**config.mk**
```make
export PLATFORM = sky130hd
export DESIGN_NAME = sysres_ctrl
export DESIGN_NICKNAME = d
export VERILOG_FILES = /design/src/design/sysres_pkg.sv /design/src/design/sysres_ctrl.sv
export SDC_FILE = /design/constraint.sdc
export NUM_CORES = 1
export LEC_CHECK = 0
export ABC_AREA = 0
export BUFFER_PORTS_ARGS = -buffer_cell sky130_fd_sc_hd__buf_2
export CAP_MARGIN = 0
export CORE_AREA = 10 10 47 49
export CTS_CLUSTER_DIAMETER = 30
export DETAILED_ROUTE_END_ITERATION = 12
export DIE_AREA = 0 0 57 59
export PLACE_DENSITY_LB_ADDON = 0.1
export RECOVER_POWER = 50
export SYNTH_ARGS = -nofsm -noshare
export SYNTH_HDL_FRONTEND = slang
export SYNTH_SLANG_ARGS = --single-unit
```
**constraint.sdc**
```tcl
create_clock -name clock -period 3.1 [get_ports clock]
set_input_delay 0.62 -clock clock [delete_from_list [all_inputs] [get_ports clock]]
set_output_delay 0.62 -clock clock [all_outputs]
set_load 0.1 [all_outputs]
```
**src/design/sysres_pkg.sv**
```systemverilog
// ----------------------------------------------------------------------------
// Systematic resampler package
// Payload structs, command codes and the control/status bundles shared by
// the controller and the datapath.
// ----------------------------------------------------------------------------
package sysres_pkg;

   localparam int WEIGHT_W = 32;
   localparam int FRAC_W   = 16;
   localparam int TOTAL_W  = 40;
   localparam int PCOUNT_W = 9;
   localparam int INDEX_W  = 8;
   localparam int COUNT_W  = 9;

   localparam logic [PCOUNT_W-1:0] PCOUNT_RESET = 9'd200;

   typedef enum logic [1:0] {
      CMD_LOAD  = 2'd0,
      CMD_START = 2'd1,
      CMD_VISIT = 2'd2
   } cmd_type;

   typedef enum logic [1:0] {
      CNT_ZERO = 2'd0,
      CNT_OWED = 2'd1,
      CNT_QUOT = 2'd2
   } cnt_src_type;

   typedef struct packed {
      logic [1:0]          cmd;
      logic [WEIGHT_W-1:0] weight;
      logic [FRAC_W-1:0]   random_fraction;
   } req_type;

   typedef struct packed {
      logic [INDEX_W-1:0] particle_index;
      logic [COUNT_W-1:0] copy_count;
      logic               last_particle;
      logic               error_flag;
   } rsp_type;

   typedef struct packed {
      logic        load_weight;
      logic        start;
      logic        err_load;
      logic        div_start;
      logic        div_visit;
      logic        step_load;
      logic        pointer_init;
      logic        p_load;
      logic        cnt_load;
      cnt_src_type cnt_src;
      logic        prod_load;
      logic        commit;
      logic        rsp_load;
   } ctl_type;

   typedef struct packed {
      logic visit_over;
      logic p_pos;
      logic step_zero;
      logic last;
      logic div_done;
   } sta_type;

endpackage

```
**src/design/sysres_ctrl.sv**
```systemverilog
// ----------------------------------------------------------------------------
// Systematic resampler controller
// Sequences loads, the start division and pointer set-up, and the visit
// steps; owns the request ready and the result valid.
// ----------------------------------------------------------------------------
module sysres_ctrl import sysres_pkg::*; (
   input  logic       clock,
   input  logic       reset,
   input  logic       req_valid,
   output logic       req_ready,
   input  logic [1:0] req_cmd,
   output logic       rsp_valid,
   input  logic       rsp_ready,
   input  sta_type    sta,
   output ctl_type    ctl
);

   typedef enum logic [3:0] {
      S_IDLE,
      S_STEP_DIV,
      S_POINT,
      S_SUB,
      S_DECIDE,
      S_CNT_DIV,
      S_MUL,
      S_ADD,
      S_OUT
   } state_type;

   state_type state_ff, state_in;
   logic      rsp_valid_ff, rsp_valid_in;

   always_comb begin
      ctl       = '0;
      state_in  = state_ff;
      req_ready = (state_ff == S_IDLE);
      unique case (state_ff)
         S_IDLE: begin
            if (req_valid) begin
               unique case (req_cmd)
                  CMD_LOAD: ctl.load_weight = 1'b1;
                  CMD_START: begin
                     ctl.start     = 1'b1;
                     ctl.div_start = 1'b1;
                     state_in      = S_STEP_DIV;
                  end
                  CMD_VISIT: begin
                     if (sta.visit_over) begin
                        ctl.err_load = 1'b1;
                        state_in     = S_OUT;
                     end else begin
                        state_in = S_SUB;
                     end
                  end
                  default: ;
               endcase
            end
         end
         S_STEP_DIV: begin
            if (sta.div_done) begin
               ctl.step_load = 1'b1;
               state_in      = S_POINT;
            end
         end
         S_POINT: begin
            ctl.pointer_init = 1'b1;
            state_in         = S_IDLE;
         end
         S_SUB: begin
            ctl.p_load = 1'b1;
            state_in   = S_DECIDE;
         end
         S_DECIDE: begin
            // A pointer still above zero takes no copies unless this is the
            // final particle; with no step, or on the final particle, every
            // owed copy goes to this one.
            priority if (sta.p_pos && !sta.last) begin
               ctl.cnt_load = 1'b1;
               ctl.cnt_src  = CNT_ZERO;
               state_in     = S_MUL;
            end else if (sta.step_zero || sta.last) begin
               ctl.cnt_load = 1'b1;
               ctl.cnt_src  = CNT_OWED;
               state_in     = S_MUL;
            end else begin
               ctl.div_start = 1'b1;
               ctl.div_visit = 1'b1;
               state_in      = S_CNT_DIV;
            end
         end
         S_CNT_DIV: begin
            if (sta.div_done) begin
               ctl.cnt_load = 1'b1;
               ctl.cnt_src  = CNT_QUOT;
               state_in     = S_MUL;
            end
         end
         S_MUL: begin
            ctl.prod_load = 1'b1;
            state_in      = S_ADD;
         end
         S_ADD: begin
            ctl.commit = 1'b1;
            state_in   = S_OUT;
         end
         S_OUT: begin
            if (!rsp_valid_ff || rsp_ready) begin
               ctl.rsp_load = 1'b1;
               state_in     = S_IDLE;
            end
         end
         default: state_in = S_IDLE;
      endcase
      rsp_valid_in = ctl.rsp_load || (rsp_valid_ff && !rsp_ready);
   end

   always_ff @(posedge clock) begin
      if (reset) begin
         state_ff     <= S_IDLE;
         rsp_valid_ff <= 1'b0;
      end else begin
         state_ff     <= state_in;
         rsp_valid_ff <= rsp_valid_in;
      end
   end

   assign rsp_valid = rsp_valid_ff;

endmodule

```
Word level (Yosys, flattened, before mapping)
Cells that the tools add are included.
Widths: inputs -> output; s select.
- logic and storage cells: 59
- bits in registers: 5
- equal/unequal tests: 15
- muxes and demuxes: 31
- reduce and logical (&&, ||, !) cells: 11
- operators with widths (operator ; number):
    $pmux 4 s8 ; 1
    $mux 4 ; 7
    $eq 4x3->1 const B ; 4
    $mux 1 ; 13
    $mux 3 ; 4
    $eq 4x2->1 const B ; 2
    $ne 2x2->1 const B ; 4
    $pmux 4 s2 ; 1
    $mux 2 ; 3
    $pmux 3 s2 ; 1
    $reduce_and 5->1 ; 1
    $eq 4x1->1 const B ; 1
    $eq 4x4->1 const B ; 1
    $logic_not 4->1 ; 1
    $logic_not 1->1 ; 3
    $logic_or 1x1->1 ; 3
    $ne 3x1->1 const B ; 1
    $eq 2x1->1 const B ; 1
    $eq 2x2->1 const B ; 1
    $logic_and 1x1->1 ; 2
    $logic_not 2->1 ; 1
    $pmux 1 s2 ; 1

Depth between registers and ports, before layout
- word-level depth: 5
- gate-level depth with buffers: 5
- gate-level depth less buffers: 4

Worst setup path after synthesis
No wires, ideal clock.
- path kind: register to output
- start point: register state_ff[3]
- end point: output ctl[10] (netlist bit)
- slack: -2211 ps
- arrival: 4691 ps
- required time: 2480 ps
- path buffers: 0
- cell stages (with the launch flop): 5
- cell sequence: dfxtp_1 -> nor4_2 -> nand2_1 -> nor3b_2 -> or2_1
- RTL lines (what ; RTL line ; text):
    start: declaration ; sysres_ctrl.sv:30 ; state_type state_ff, state_in;
    start signal: assignment ; sysres_ctrl.sv:122 ; state_ff <= state_in;
    end: declaration ; sysres_ctrl.sv:15 ; output ctl_type ctl

==> flow_summary.yaml <==
power:
  pwr-share-clk_pct: 25.4
  p_int_uw: 150
  power_density_mw_per_mm2: 474
  leakagePower_uw: 0.000278
  power.switching_fraction_pct: 48.0
  p_seq_share_pct: 27.9
  switchingPower_uw: 139
  ir_drop_uv: 270
  power.share.combinational_pct: 46.7
setup_path:
  crit_path_cell_trace: "nor2b_1 -> and3b_1 -> clkbuf_1"
  cp_slowest_stage_delay_ns: 0.87
  required_time_of_the_critical_path_ns: 2.48
  worstSetupStartpointType: "flop"
  critPathTopFamily: "buffers and inverters"
  path_buf_inv: 1
  worst_ep_arrival_time_ns: 2.08
  critical_path.slowest_cell: "sky130_fd_sc_hd__clkbuf_1"
  largest_fanout_on_the_critical_path: 9
  path_class: "flop to output pin"
  crit_path_end_kind: "output pin"
timing:
  worst_slew_pin_slew_ns: 1.17
  final-hold-violation-count: 0
  skew_ns: 0.00641
  fmaxAchievable_mhz: 371
  timing.final.setup_violations: 0
  fin_crit_sh_pct: 87.0
  max-slew-margin-rel_pct: 22.2
  setup-tns-final_ns: 0
  rsz_0062_raised_after_global_routing: "no"
  finalWorstPathRequiredPeriod_ns: 2.70
  maxSlewViolCount: 0
  fin_hold_ws_ns: 0.575
layout:
  area_delta_synth_final_pct: 40.3
  num-nets-final: 94
  instances_no_fill: 98
  final_common_cell: "sky130_fd_sc_hd__buf_2"
  post_route_cells_drive_above_1_share_pct: 36.6
  antennaDiodeCount: 0
  final_cell_mix: "sky130_fd_sc_hd__buf_2 (21), sky130_fd_sc_hd__nor2_1 (6), sky130_fd_sc_hd__clkbuf_1 (6)"
  finish.utilization_pct: 43.5
placed_design:
  dp_hpwl_mm: 1.06
  finalWeightedCongestion: 0.715
  placed_cells: 94
  buffer_ports.inserted: 26
synthesis:
  netlist-cell-type-count: 32
  synth.yosys.seq_area_share_pct: 23.1
  syn_area_per_cell_um2: 7.89
  mappedNetlistNets: 66
  ys_seq_elements: 5
  ys.warnings.count: 0
  synth_cells: 55
  syn-cell-area_um2: 434
run:
  drv_cap: 0
die:
  die_width_um: 57
  dieArea_mm2: 0.00336
  io_pins: 27
  die_y_um: 59
  core.rowCount: 14
  floorplan.initialDensity_pct: 31.0
  placeableCoreArea_mm2: 0.00140
routing:
  dr.pass1.iters: 4
  detail_route.iter0.violations: 3
  route.detailed.drc: 0
  dr_total_vias: 486
  routed_via_density: 4.96
  postRouteAntennaNets: 0
  routed_length_per_instance_um: 13.2
  detail_route.wirelength_mm: 1.30
clocking:
  cts-resized-gates: 0
  clock-sinks: 5
  cts-htree-levels: 1
  post_cts_setup_buffer_count: 0
  clk_pin_slew_worst_paths_ns: 0.04
  cts_tree: "built"
  ctsRootBufferMaster: "sky130_fd_sc_hd__clkbuf_4"
  postCtsHoldBufs: 0
  cts_buffers: 3
  clk_latency_ns: 0.24
  clock_tree.buffer_depth: 2
grt:
  global_route.usage.total_pct: 7.87
  grt.overflow.total: 0
  vias_in_the_first_global_route: 501
  global_route_wire_length_before_repair_mm: 2.18
  grt_antenna_before_repair: 0
  grt_max_degree: 14
hold_path:
  hold_path.class: "flop to flop"
status:
  run_status: "finished, final reports clean"
-- flip-flops by register name, summed over array words and instances, names as in the netlist --
signal / count
state_ff: 4
rsp_valid: 1
-- cells by family (layout without fill, tap and decap cells) --
logic type / count (synthesis) / count (layout) / share of synthesized area, %
compound gates: 11 / 11 / 17.3
mux: 1 / 1 / 2.31
xor+xnor: 2 / 2 / 4.04
flops: 5 / 5 / 23.1
simple gates: 32 / 32 / 47.0
buf+inv: 4 / 31 / 6.34
-- worst reg2reg max path, stage by stage, from the launching register on --
cell and delay (ns):
sky130_fd_sc_hd__dfxtp_1 0.54, sky130_fd_sc_hd__nor2b_1 0.26, sky130_fd_sc_hd__nor3b_1 0.31, sky130_fd_sc_hd__a21oi_1 0.07, sky130_fd_sc_hd__a2111oi_1 0.42
-- power groups by stage --
stage          sequential, uW  combinational, uW  clock, uW
2_1_floorplan            74.6                126          0
5_1_grt                  82.0                143       85.8
4_1_cts                  80.3                141       76.4
3_5_place_dp             81.3                141          0
3_3_place_gp             81.5                141          0
6_report                 80.6                135       73.3
-- layer usage --
metal / vias up / global-route usage (%) / wire length, um
met5: - / 0 / 0
li1: 254 / - / -
met4: 0 / 2.01 / 0
met3: 0 / 3.65 / 64
met2: 14 / 12.2 / 621
met1: 218 / 9.52 / 610
-- through the flow --
| stage | power [uW] | worst slack, ns | area, um^2 |
|---|---|---|---|
| floorplan | 201 | -1.04 | 474 |
| global route | 311 | 0.263 | 609 |
| detailed placement | 222 | 0.630 | 601 |
| CTS | 298 | 0.450 | 627 |
| finish | 289 | 0.404 | 609 |
| global placement | 222 | 0.635 | 601 |
-- path summary, 6_finish.rpt --
path                from          end  slack (ns)  cells past startpoint
max          state_ff[0]       ctl[6]        0.40                      3
min            rsp_valid    rsp_valid        0.58                      2
max reg2reg  state_ff[0]  state_ff[0]        1.38                      4
min reg2reg    rsp_valid    rsp_valid        0.58                      2
-- area by class of cell --
type	count	area (um^2)
flip-flops and latches	5	100
inverters	1	3.75
well taps	16	20.0
fillers	163	792
multi-input cells	46	335
repair buffers	26	124
clock buffers	4	26.3
-- cell usage after synthesis --
master / instances / share of area [%]
sky130_fd_sc_hd__a2111oi_1: 1 / 2.3
sky130_fd_sc_hd__a21boi_0: 1 / 1.7
sky130_fd_sc_hd__a21oi_1: 4 / 4.6
sky130_fd_sc_hd__a2bb2oi_1: 1 / 2.0
sky130_fd_sc_hd__a31oi_1: 1 / 1.4
sky130_fd_sc_hd__and3_1: 2 / 2.9
sky130_fd_sc_hd__and3b_1: 1 / 2.0
sky130_fd_sc_hd__buf_2: 1 / 1.2
sky130_fd_sc_hd__buf_4: 1 / 1.7
sky130_fd_sc_hd__buf_6: 1 / 2.6
sky130_fd_sc_hd__dfxtp_1: 5 / 23
sky130_fd_sc_hd__inv_1: 1 / 0.86
sky130_fd_sc_hd__mux2i_1: 1 / 2.3
sky130_fd_sc_hd__nand2_1: 4 / 3.5
sky130_fd_sc_hd__nand2b_1: 2 / 2.9
sky130_fd_sc_hd__nor2_1: 6 / 5.2
sky130_fd_sc_hd__nor2b_1: 3 / 4.3
sky130_fd_sc_hd__nor2b_2: 1 / 2.0
sky130_fd_sc_hd__nor3_1: 4 / 4.6
sky130_fd_sc_hd__nor3_2: 1 / 2.3
sky130_fd_sc_hd__nor3b_1: 1 / 1.7
sky130_fd_sc_hd__nor3b_2: 1 / 2.9
sky130_fd_sc_hd__nor4_2: 1 / 2.9
sky130_fd_sc_hd__nor4b_1: 1 / 2.0
sky130_fd_sc_hd__o211ai_1: 1 / 1.7
sky130_fd_sc_hd__o22ai_1: 1 / 1.4
sky130_fd_sc_hd__o32ai_1: 1 / 2.0
sky130_fd_sc_hd__or2_1: 1 / 1.4
sky130_fd_sc_hd__or3_1: 1 / 1.4
sky130_fd_sc_hd__or4_4: 1 / 2.6
sky130_fd_sc_hd__or4b_1: 1 / 2.3
sky130_fd_sc_hd__xor2_1: 2 / 4.0
Note: power is estimated with default switching activity, not from simulation.
